## config.mk

```make
export PLATFORM = sky130hd
export DESIGN_NAME = ipv4_header_builder
export DESIGN_NICKNAME = d
export VERILOG_FILES = /design/src/ihb_pkg.sv /design/src/ihb_front.sv /design/src/ihb_queue.sv /design/src/ihb_back.sv /design/src/ipv4_header_builder.sv
export SDC_FILE = /design/constraint.sdc
export NUM_CORES = 1
export LEC_CHECK = 0
export BUFFER_PORTS_ARGS = -buffer_cell sky130_fd_sc_hd__buf_2
export CORE_MARGIN = 2
export CORE_UTILIZATION = 30
export DETAILED_ROUTE_END_ITERATION = 16
export HOLD_SLACK_MARGIN = 0.05
export PLACE_DENSITY = 0.57
export SYNTH_ARGS = -nofsm -noshare
export SYNTH_HDL_FRONTEND = slang
export SYNTH_HIERARCHICAL = 1
export SYNTH_SLANG_ARGS = --single-unit
```

## constraint.sdc

```tcl
create_clock -name clk -period 12.25 [get_ports clk]
set_input_delay 0.6125 -clock clk [delete_from_list [all_inputs] [get_ports clk]]
set_output_delay 0.6125 -clock clk [all_outputs]
set_load 0.01 [all_outputs]
```

## src/ihb_pkg.sv

```systemverilog
// ----------------------------------------------------------------------------
// ihb_pkg: shared types and constants for the IPv4 header builder
// Item layouts for both channels, the queue entry and the fixed header words.
// ----------------------------------------------------------------------------
package ihb_pkg;

  localparam int HDR_WORDS = 10;
  localparam int SUM_W     = 19;  // six 16-bit terms plus a constant stay below 2^19

  typedef struct packed {
    logic [31:0] dest_addr;
    logic [7:0]  upper_protocol;
    logic [15:0] payload_len;
  } ihb_in_t;

  typedef struct packed {
    logic [15:0] header_word;
    logic [3:0]  word_index;
    logic        last_word;
    logic [31:0] next_hop;
    logic        off_subnet;
  } ihb_out_t;

  typedef struct packed {
    logic [31:0]      dest_addr;
    logic [7:0]       upper_protocol;
    logic [15:0]      total_len;
    logic [SUM_W-1:0] raw_sum;
    logic [31:0]      next_hop;
    logic             off_subnet;
  } ihb_entry_t;

  // fixed header words
  localparam logic [15:0] W_VER_IHL = 16'h4500;
  localparam logic [15:0] W_IDENT   = 16'h0001;
  localparam logic [15:0] W_FLAGS   = 16'h4000;
  localparam logic [7:0]  TTL       = 8'h40;
  localparam logic [15:0] HDR_BYTES = 16'd20;
  // sum of the constant words: 0x4500 + 0x0001 + 0x4000 + 0x4000 (TTL byte)
  localparam logic [15:0] CONST_SUM = 16'hC501;

  // word positions
  localparam logic [3:0] IDX_VER   = 4'd0;
  localparam logic [3:0] IDX_LEN   = 4'd1;
  localparam logic [3:0] IDX_ID    = 4'd2;
  localparam logic [3:0] IDX_FLAGS = 4'd3;
  localparam logic [3:0] IDX_TTL   = 4'd4;
  localparam logic [3:0] IDX_CSUM  = 4'd5;
  localparam logic [3:0] IDX_SRC_H = 4'd6;
  localparam logic [3:0] IDX_SRC_L = 4'd7;
  localparam logic [3:0] IDX_DST_H = 4'd8;
  localparam logic [3:0] IDX_DST_L = 4'd9;
  localparam logic [3:0] IDX_LAST  = 4'd9;

  // register indexes
  localparam logic [1:0] REG_LOCAL_IP = 2'd0;
  localparam logic [1:0] REG_MASK     = 2'd1;
  localparam logic [1:0] REG_GATEWAY  = 2'd2;

endpackage

```

## src/ihb_front.sv

```systemverilog
// ----------------------------------------------------------------------------
// ihb_front: request intake
// Takes a request, classifies the destination against the subnet, works out
// total length and the raw header sum, and holds the result for the queue.
// ----------------------------------------------------------------------------
module ihb_front (
  input  logic                clk,
  input  logic                rst_n,
  input  logic [31:0]         local_ip,
  input  logic [31:0]         subnet_mask,
  input  logic [31:0]         gateway_ip,
  input  logic                in_valid,
  output logic                in_ready,
  input  ihb_pkg::ihb_in_t    in_data,
  output logic                push,
  input  logic                push_ready,
  output ihb_pkg::ihb_entry_t push_data
);
  import ihb_pkg::*;

  logic       fv_r, fv_nxt;
  ihb_entry_t fe_r, fe_nxt;
  logic       in_acc;
  logic       off;
  logic [15:0] tot_len;

  assign push      = fv_r;
  assign push_data = fe_r;
  assign in_ready  = !fv_r || push_ready;
  assign in_acc    = in_valid && in_ready;

  always_comb begin
    off     = ((in_data.dest_addr ^ local_ip) & subnet_mask) != 32'd0;
    tot_len = in_data.payload_len + HDR_BYTES;  // wraps modulo 2^16
    fe_nxt.dest_addr      = in_data.dest_addr;
    fe_nxt.upper_protocol = in_data.upper_protocol;
    fe_nxt.total_len      = tot_len;
    fe_nxt.next_hop       = off ? gateway_ip : in_data.dest_addr;
    fe_nxt.off_subnet     = off;
    fe_nxt.raw_sum = SUM_W'(CONST_SUM) + SUM_W'(tot_len)
                   + SUM_W'(in_data.upper_protocol)
                   + SUM_W'(local_ip[31:16]) + SUM_W'(local_ip[15:0])
                   + SUM_W'(in_data.dest_addr[31:16]) + SUM_W'(in_data.dest_addr[15:0]);
  end

  always_comb begin
    fv_nxt = fv_r;
    if (in_acc) begin
      fv_nxt = 1'b1;
    end else if (push && push_ready) begin
      fv_nxt = 1'b0;
    end
  end

  always_ff @(posedge clk) begin
    if (!rst_n) begin
      fv_r <= 1'b0;
    end else begin
      fv_r <= fv_nxt;
    end
  end

  always_ff @(posedge clk) begin
    if (in_acc) begin
      fe_r <= fe_nxt;
    end
  end

endmodule

```

## src/ihb_queue.sv

```systemverilog
// ----------------------------------------------------------------------------
// ihb_queue: request queue
// Small FIFO of classified requests between intake and the word sequencer.
// ----------------------------------------------------------------------------
module ihb_queue #(
  parameter int DEPTH = 2
) (
  input  logic                clk,
  input  logic                rst_n,
  input  logic                push,
  output logic                push_ready,
  input  ihb_pkg::ihb_entry_t push_data,
  output logic                pop_valid,
  input  logic                pop,
  output ihb_pkg::ihb_entry_t pop_data
);
  import ihb_pkg::*;

  localparam int PW = $clog2(DEPTH);
  localparam int CW = $clog2(DEPTH + 1);

  ihb_entry_t        mem [DEPTH];
  logic [PW-1:0]     wp_r, wp_nxt, rp_r, rp_nxt;
  logic [CW-1:0]     cnt_r, cnt_nxt;
  logic              do_push, do_pop;

  assign push_ready = cnt_r != CW'(DEPTH);
  assign pop_valid  = cnt_r != '0;
  assign pop_data   = mem[rp_r];
  assign do_push    = push && push_ready;
  assign do_pop     = pop && pop_valid;

  always_comb begin
    wp_nxt  = wp_r;
    rp_nxt  = rp_r;
    cnt_nxt = cnt_r;
    if (do_push) begin
      wp_nxt = (wp_r == PW'(DEPTH - 1)) ? '0 : wp_r + PW'(1);
    end
    if (do_pop) begin
      rp_nxt = (rp_r == PW'(DEPTH - 1)) ? '0 : rp_r + PW'(1);
    end
    if (do_push && !do_pop) begin
      cnt_nxt = cnt_r + CW'(1);
    end else if (do_pop && !do_push) begin
      cnt_nxt = cnt_r - CW'(1);
    end
  end

  always_ff @(posedge clk) begin
    if (!rst_n) begin
      wp_r  <= '0;
      rp_r  <= '0;
      cnt_r <= '0;
    end else begin
      wp_r  <= wp_nxt;
      rp_r  <= rp_nxt;
      cnt_r <= cnt_nxt;
    end
  end

  always_ff @(posedge clk) begin
    if (do_push) begin
      mem[wp_r] <= push_data;
    end
  end

endmodule

```

## src/ihb_back.sv

```systemverilog
// ----------------------------------------------------------------------------
// ihb_back: header word sequencer
// Folds the sum to the checksum; ten words go out one a cycle unless stalled.
// ----------------------------------------------------------------------------
module ihb_back (
  input  logic                clk,
  input  logic                rst_n,
  input  logic [31:0]         local_ip,
  input  logic                pop_valid,
  output logic                pop,
  input  ihb_pkg::ihb_entry_t pop_data,
  output logic                out_valid,
  input  logic                out_ready,
  output ihb_pkg::ihb_out_t   out_data
);
  import ihb_pkg::*;

  logic        busy_r, busy_nxt;
  logic [3:0]  idx_r, idx_nxt;
  ihb_entry_t  cur_r;
  logic [15:0] csum_r, csum_nxt;
  logic        out_acc, done, ld;
  logic [16:0] fold1;
  logic [15:0] fold2;
  logic [15:0] word;

  assign out_acc = out_valid && out_ready;
  assign done    = out_acc && (idx_r == IDX_LAST);
  assign ld      = pop_valid && (!busy_r || done);
  assign pop     = ld;

  // two end-around carry folds bring the 19-bit sum to 16 bits
  always_comb begin
    fold1    = 17'(pop_data.raw_sum[15:0]) + 17'(pop_data.raw_sum[SUM_W-1:16]);
    fold2    = fold1[15:0] + 16'(fold1[16]);
    csum_nxt = ~fold2;
  end

  always_comb begin
    busy_nxt = busy_r;
    idx_nxt  = idx_r;
    if (ld) begin
      busy_nxt = 1'b1;
      idx_nxt  = IDX_VER;
    end else if (done) begin
      busy_nxt = 1'b0;
    end else if (out_acc) begin
      idx_nxt = idx_r + 4'd1;
    end
  end

  always_ff @(posedge clk) begin
    if (!rst_n) begin
      busy_r <= 1'b0;
      idx_r  <= IDX_VER;
    end else begin
      busy_r <= busy_nxt;
      idx_r  <= idx_nxt;
    end
  end

  always_ff @(posedge clk) begin
    if (ld) begin
      cur_r  <= pop_data;
      csum_r <= csum_nxt;
    end
  end

  always_comb begin
    case (idx_r)
      IDX_VER:   word = W_VER_IHL;
      IDX_LEN:   word = cur_r.total_len;
      IDX_ID:    word = W_IDENT;
      IDX_FLAGS: word = W_FLAGS;
      IDX_TTL:   word = {TTL, cur_r.upper_protocol};
      IDX_CSUM:  word = csum_r;
      IDX_SRC_H: word = local_ip[31:16];
      IDX_SRC_L: word = local_ip[15:0];
      IDX_DST_H: word = cur_r.dest_addr[31:16];
      IDX_DST_L: word = cur_r.dest_addr[15:0];
      default:   word = W_VER_IHL;
    endcase
  end

  assign out_valid            = busy_r;
  assign out_data.header_word = word;
  assign out_data.word_index  = idx_r;
  assign out_data.last_word   = idx_r == IDX_LAST;
  assign out_data.next_hop    = cur_r.next_hop;
  assign out_data.off_subnet  = cur_r.off_subnet;

endmodule

```

## src/ipv4_header_builder.sv

```systemverilog
// ----------------------------------------------------------------------------
// ipv4_header_builder: IPv4 header generator with header checksum
// Builds the 20-byte IPv4 header for each request and sends it as ten words.
// ----------------------------------------------------------------------------
// Each accepted request yields ten 16-bit header words in network order, one
// per cycle while out_ready is high; that pace is set by the word sequencer.
// Intake computes the subnet decision, total length and header sum in the
// cycle a request is taken and parks it in a small queue (QUEUE_DEPTH
// entries plus one intake register), so new requests are taken while earlier
// headers are still going out, and consecutive headers leave with no gap.
// Registers local_ip, subnet_mask and gateway_ip sit at byte addresses 0, 4
// and 8 and are meant to be written only while the block is idle.
module ipv4_header_builder #(
  parameter int QUEUE_DEPTH = 2  // 2 or more
) (
  input  logic              clk,
  input  logic              rst_n,
  input  logic              in_valid,
  output logic              in_ready,
  input  ihb_pkg::ihb_in_t  in_data,
  output logic              out_valid,
  input  logic              out_ready,
  output ihb_pkg::ihb_out_t out_data,
  input  logic              cfg_psel,
  input  logic              cfg_penable,
  input  logic              cfg_pwrite,
  input  logic [3:0]        cfg_paddr,
  input  logic [31:0]       cfg_pwdata,
  output logic [31:0]       cfg_prdata,
  output logic              cfg_pready
);
  import ihb_pkg::*;

  logic [31:0] local_ip_r, mask_r, gw_r;
  logic        cfg_wr;
  logic [1:0]  cfg_idx;
  logic        q_push, q_push_ready, q_pop, q_valid;
  ihb_entry_t  q_in, q_out;

  assign cfg_pready = 1'b1;
  assign cfg_idx    = cfg_paddr[3:2];
  assign cfg_wr     = cfg_psel && cfg_penable && cfg_pwrite && cfg_pready;

  always_ff @(posedge clk) begin
    if (!rst_n) begin
      local_ip_r <= '0;
      mask_r     <= '0;
      gw_r       <= '0;
    end else if (cfg_wr) begin
      case (cfg_idx)
        REG_LOCAL_IP: local_ip_r <= cfg_pwdata;
        REG_MASK:     mask_r     <= cfg_pwdata;
        REG_GATEWAY:  gw_r       <= cfg_pwdata;
        default: ;
      endcase
    end
  end

  always_comb begin
    case (cfg_idx)
      REG_LOCAL_IP: cfg_prdata = local_ip_r;
      REG_MASK:     cfg_prdata = mask_r;
      REG_GATEWAY:  cfg_prdata = gw_r;
      default:      cfg_prdata = '0;
    endcase
  end

  ihb_front u_front (
    .clk         (clk),
    .rst_n       (rst_n),
    .local_ip    (local_ip_r),
    .subnet_mask (mask_r),
    .gateway_ip  (gw_r),
    .in_valid    (in_valid),
    .in_ready    (in_ready),
    .in_data     (in_data),
    .push        (q_push),
    .push_ready  (q_push_ready),
    .push_data   (q_in)
  );

  ihb_queue #(
    .DEPTH (QUEUE_DEPTH)
  ) u_queue (
    .clk        (clk),
    .rst_n      (rst_n),
    .push       (q_push),
    .push_ready (q_push_ready),
    .push_data  (q_in),
    .pop_valid  (q_valid),
    .pop        (q_pop),
    .pop_data   (q_out)
  );

  ihb_back u_back (
    .clk       (clk),
    .rst_n     (rst_n),
    .local_ip  (local_ip_r),
    .pop_valid (q_valid),
    .pop       (q_pop),
    .pop_data  (q_out),
    .out_valid (out_valid),
    .out_ready (out_ready),
    .out_data  (out_data)
  );

  // a header, once started, runs through its words in order
  a_word_step: assert property (@(posedge clk) disable iff (!rst_n)
    (out_valid && out_ready && !out_data.last_word) |=>
      (out_valid && out_data.word_index == $past(out_data.word_index) + 4'd1))
    else $error("header word skipped or dropped");

  // a new header starts at word 0
  a_first_word: assert property (@(posedge clk) disable iff (!rst_n)
    q_pop |=> (out_valid && out_data.word_index == IDX_VER))
    else $error("header did not start at first word");

  // output falls idle after the last word only when nothing is queued
  a_idle_after_last: assert property (@(posedge clk) disable iff (!rst_n)
    (out_valid && out_ready && out_data.last_word) |-> (q_pop == q_valid))
    else $error("queued item not picked up after last word");

endmodule

```

# Word-level counts from Yosys, hierarchy flattened
# Memory sizes are Yosys's and may differ from the RTL's. A register that Yosys moved wholly into a read port is not among the register bits.
# Index checks and enable logic that the tools add are counted.
# op_classes
addsub,14
muxes,15
n_bitwise,5
eq_ne,12
reduce_logical,27
# ops
operator,n
case mux 16 bit (9 select lines),1
case mux 32 bit (3 select lines),1
adder 19 x 16 -> 19 bit,4
AND 32 bit,1
2-to-1 mux 32 bit,1
nonzero test 32 bit,1
bitwise XOR 32 bit,1
adder 19 x 8 -> 19 bit,1
adder 16 x 16 -> 17 bit (first input constant),1
adder 16 x 3 -> 17 bit,1
adder 16 x 1 -> 16 bit,1
adder 16 x 5 -> 16 bit (second input constant),1
== test 4 x 3 -> 1 bit (second input constant),4
NOT 16 bit,1
logical AND 1 bit,10
2-to-1 mux 1 bit,10
== test 4 x 2 -> 1 bit (second input constant),2
== test 4 bit (second input constant),2
AND reduction 2 bit,4
nonzero test 2 bit,4
adder 4 x 1 -> 4 bit (second input constant),1
== test 4 x 1 -> 1 bit (second input constant),1
zero test 1 bit,4
2-to-1 mux 2 bit,2
10 further kinds,13
# word_totals
wordCells,95
reg_bits,319
in_bits,99
output_inout_bits,89
n_memories,1
mem_bits_rw,216
# memory_table
memory,words,width,rd,rd_clocked_by_memory_dff,wr,line_no,rtl
u_queue.mem,2,108,1,1,1,ihb_queue.sv:22,ihb_entry_t mem [DEPTH];

# Longest topological paths before layout
# depth
depth_word,8
mapped_depth,19
mapped_depth_nobuf,18

# Cells and area by module
# Netlist, hierarchy kept.
# by_module_without_submodules
module,seq_area_each_um2,area_per_inst_um2,cells_per_inst,instances
ihb_queue,6586.3,8105.3,360,1
ihb_front,3263.1,6922.9,567,1
ihb_back,3253.1,5352.6,411,1
ipv4_header_builder,1921.8,4211.5,460,1

# Worst setup path after synthesis
# No wires, ideal clock.
# synth_path
path_type,register -> register
start,register u_back.idx_r[0]
end,register u_queue.cnt_r[1]
path_buffers,0
synth_period_minus_slack_ps,10783
arrival_ps,10713
path_slack_ps,1467
stages_incl_launch_ff,9
required_ps,12180
setup_time_ps,70
path_cell_list,dfxtp_1 > ha_1 > and3b_1 > nand2_1 > a21boi_0 > o21ai_1 > ha_1 > or3_1 > a21boi_1
# synth_via
elab_chain_len,8
elab_cells_between_ends,10
cone_classes,eq/ne (1); mux (1); reduce/logical (8)
# synth_lines
item,line_no,rtl
from (decl),ihb_back.sv:19,"logic [3:0] idx_r, idx_nxt;"
from (signal assigned),ihb_back.sv:58,idx_r <= idx_nxt;
== test 4 bit (*),ihb_back.sv:28,assign done = out_acc && (idx_r == IDX_LAST);
logical AND 1 bit (*),ihb_back.sv:28,
logical OR 1 bit (*),ihb_back.sv:29,assign ld = pop_valid && (!busy_r || done);
logical AND 1 bit (*),ihb_back.sv:29,
via q_pop,ipv4_header_builder.sv:37,"logic q_push, q_push_ready, q_pop, q_valid;"
logical AND 1 bit (*),ihb_queue.sv:31,assign do_pop = pop && pop_valid;
zero test 1 bit,ihb_queue.sv:43,if (do_push && !do_pop) begin
logical AND 1 bit,ihb_queue.sv:43,
2-to-1 mux 2 bit or nonzero test 2 bit (tied branches),--,
to (signal assigned),ihb_queue.sv:58,cnt_r <= cnt_nxt;
to (decl),ihb_queue.sv:24,"logic [CW-1:0] cnt_r, cnt_nxt;"
# Mark *: on every way through the listed nets, which the timed path passes. The rest lies on a longest branch.
# A chain may end at the register's enable or synchronous reset.

==> metrics.md <==
| Metric | Value |
|---|---|
| Outcome | `finished clean` |
| Synthesized area | `24600 um2` |
| Detailed placement HPWL | `47600 um` |
| CTS tree | `done` |
| 1st-iter DRT viols | `1382` |
| Yosys reg bits | `536` |
| Setup crit start kind | `flop` |
| Fin util | `34.9%` |
| Setup repair bufs after CTS | `0` |
| Post-route antenna net violation count | `0` |
| Fin nets | `2143` |
| Maximum vdd drop | `114 uV` |
| Die Width | `290 um` |
| Initial antenna violation count | `10` |
| Slowest stage delay, CP | `0.70 ns` |
| Crit path cell chain | `buf_4 -> buf_4 -> mux2_2 -> ha_1 -> inv_1 -> fa_1 -> nand2b_1 -> a211oi_1 -> nand3_1 -> nor2_1 -> ha_1 -> nor2b_1 -> o2111ai_1 -> o32a_1 -> a221oi_4 -> a21oi_2 -> nor4bb_1` |
| Largest net degree at the start of global routing | `93` |
| Normalized max-slew margin | `25.0%` |
| Avg WL per Cell | `22.2 um` |
| CP max stage cell | `buf_4` |
| Overflow after GRT | `0` |
| GP Congestion | `0.847` |
| DRT Pass-1 Iters | `5` |
| Cts repair resizes | `0` |
| RSZ-0062 raised after global routing | `no` |
| Initial Util | `30.4%` |
| Final wirelength | `67900 um` |
| Gr usage total | `15.7%` |
| Buffers on Ports | `184` |
| Syn Area/Cell | `13.7 um2` |
| CTS max path bufs | `3` |
| Pwr/cell area | `193 nW/um2` |
| Post-synth EDFFs | `429` |
| Vias in the first global route | `14631` |
| Buffers & Inverters on Critical Path | `3` |
| Hold crit path type | `input port to flop` |
| Critical path peak fanout | `41` |
| Fillers | `7828` |
| Final setup TNS | `0 ns` |
| Area grow syn2layout | `14.8%` |
| Clock skew | `0.0242 ns` |
| CORE AREA | `80800 um2` |
| Worst-path clk slew | `0.07 ns` |
| Synthesized net count | `1989` |
| Kind of cell adding the most delay to the critical path | `compound AO/OA/AOI/OAI gates` |
| First-pass GRT wire length | `98200 um` |
| Slew Limit Fails | `0` |
| Actual slew at the worst max-slew pin | `1.12 ns` |
| Via count | `14635` |
| Period utilisation layout | `54.4%` |
| Worst R2R Path Depth | `17` |
| Layout cells sized above 1 | `23.0%` |
| Max Freq | `0.150 GHz` |
| WS Path Type | `flop to flop` |
| Seq/Total Area, Yosys | `61.1%` |
| Crit end category | `flop` |
| Min-Delay Path Depth | `1` |
| Depth of the CTS H-tree | `2` |
| Min Tclk post-route | `6.67 ns` |
| CTS Hold Buffers Added | `0` |
| Later-pin clock latency in the skew report | `0.62 ns` |
| DRC | `0` |
| Worst EP arrival | `7.06 ns` |
| # setup viols final | `0` |
| Final hold violations | `0` |
| Worst R2R Setup Slack | `5.58 ns` |
| CP required | `12.64 ns` |
| Total die area | `84300 um2` |
| FP Rows | `104` |
| Min setup slack post-route | `5.58 ns` |
| Synth warn | `6` |
| Synth Instances | `1798` |
| Total CTS buffers | `55` |
| Placement Setup Slack | `5.72 ns` |
| Clock sink count | `536` |
| Levels on crit path | `17` |
| Leakage power | `10.7 nW` |
| Vias per cell | `4.78` |
| Async SR Flop Fraction | `0%` |
| Root buffer cell | `clkbuf_16` |
| Die height | `290 um` |
| Yosys cell types | `81` |
| Max-Cap Viols | `0` |
| Ys flop type | `edfxtp_1` |
| Num ports | `188` |
[area by class of cell]
type	instances	area [um2]	area share, %
inverter	184	693	2.46
clock buffer	74	1550	5.49
timing repair buffer	203	1070	3.78
tap	1060	1330	4.70
sequential	536	15000	53.2
clock inverter	30	292	1.03
antenna	1	2.50	0.00887
multi-input combinational	972	8270	29.3
[routing by layer]
layer	GRT usage, %	wire length, um
met1	21.1	29600
met4	5.60	2120
met2	25.2	31500
met3	3.27	4650
met5	0	76
[synth_stat cells, types with 32 or more instances]
cell	n	area share [%]
a22oi_1	55	1.7
buf_4	42	1.3
clkbuf_1	32	0.49
dfxtp_1	107	8.7
edfxtp_1	429	52
fa_1	57	4.6
ha_1	35	1.8
inv_1	184	2.8
mux2_2	118	5.4
mux2i_1	131	5.3
nand2_1	196	3.0
nand3_1	32	0.65
o21ai_0	49	1.0
xnor2_1	33	1.2
xor2_1	46	1.6
[cell usage in the layout (no fill, tap or decap), drive strengths merged, types with 50 or more instances in the layout]
| master | count |
|---|---|
| a22oi | 55 |
| o21ai | 50 |
| clkbuf | 74 |
| mux2 | 140 |
| nand2 | 197 |
| mux2i | 131 |
| fa | 57 |
| buf | 203 |
| inv | 189 |
| edfxtp | 429 |
| dfxtp | 107 |
[through the flow]
stage | instances | total power [mW] | instance area (um2) | hold WS [ns]
2_1_floorplan | 1798 | 3.47 | 24600 | 0.421
3_3_place_gp | 2955 | 3.76 | 26400 | 0.422
3_5_place_dp | 2955 | 3.79 | 26400 | 0.430
4_1_cts | 3059 | 5.50 | 28200 | 0.150
5_1_grt | 3059 | 5.70 | 28200 | 0.154
6_report | 3060 | 5.45 | 28200 | 0.186
[worst paths after layout]
check                             start               endpoint
hold / removal               in_data[0]  u_front/push_data[52]
setup reg to reg                   flop      u_back/csum_r[12]
hold reg to reg   u_front/push_data[94]     u_queue/mem[0][94]
setup / recovery                   flop      u_back/csum_r[12]
[cells by family after synthesis]
group,Yosys count,synth area share [%]
XOR/XNOR,80,2.88
buffers and inverters,290,5.50
other,1,0.0152
AND/OR/NAND/NOR,340,6.56
multiplexers,271,12.0
adder cells (fa/ha/maj),92,6.42
AO/OA/AOI/OAI,188,5.47
flip-flops,536,61.1
[registers in the layout (all words and copies together), names as in the netlist, named ones only]
register and count:
u_back/idx_r 4, u_queue/mem 216, u_back/cur_r 56, u_queue/wp_r 1, u_front/push_data 108, u_front/push 1
u_back/out_valid 1, mask_r 32, gw_r 32, local_ip_r 32, u_back/csum_r 16, u_queue/cnt_r 2
u_back/out_data 33, u_queue/rp_r 1
[power breakdown]
| group | internal, mW | switching [mW] | total [mW] |
|---|---|---|---|
| Clock | 0.978 | 0.724 | 1.70 |
| Combinational | 0.455 | 0.758 | 1.21 |
| Sequential | 2.40 | 0.128 | 2.53 |
| Total | 3.84 | 1.61 | 5.45 |
No activity file was read; power rests on OpenSTA's default activity.
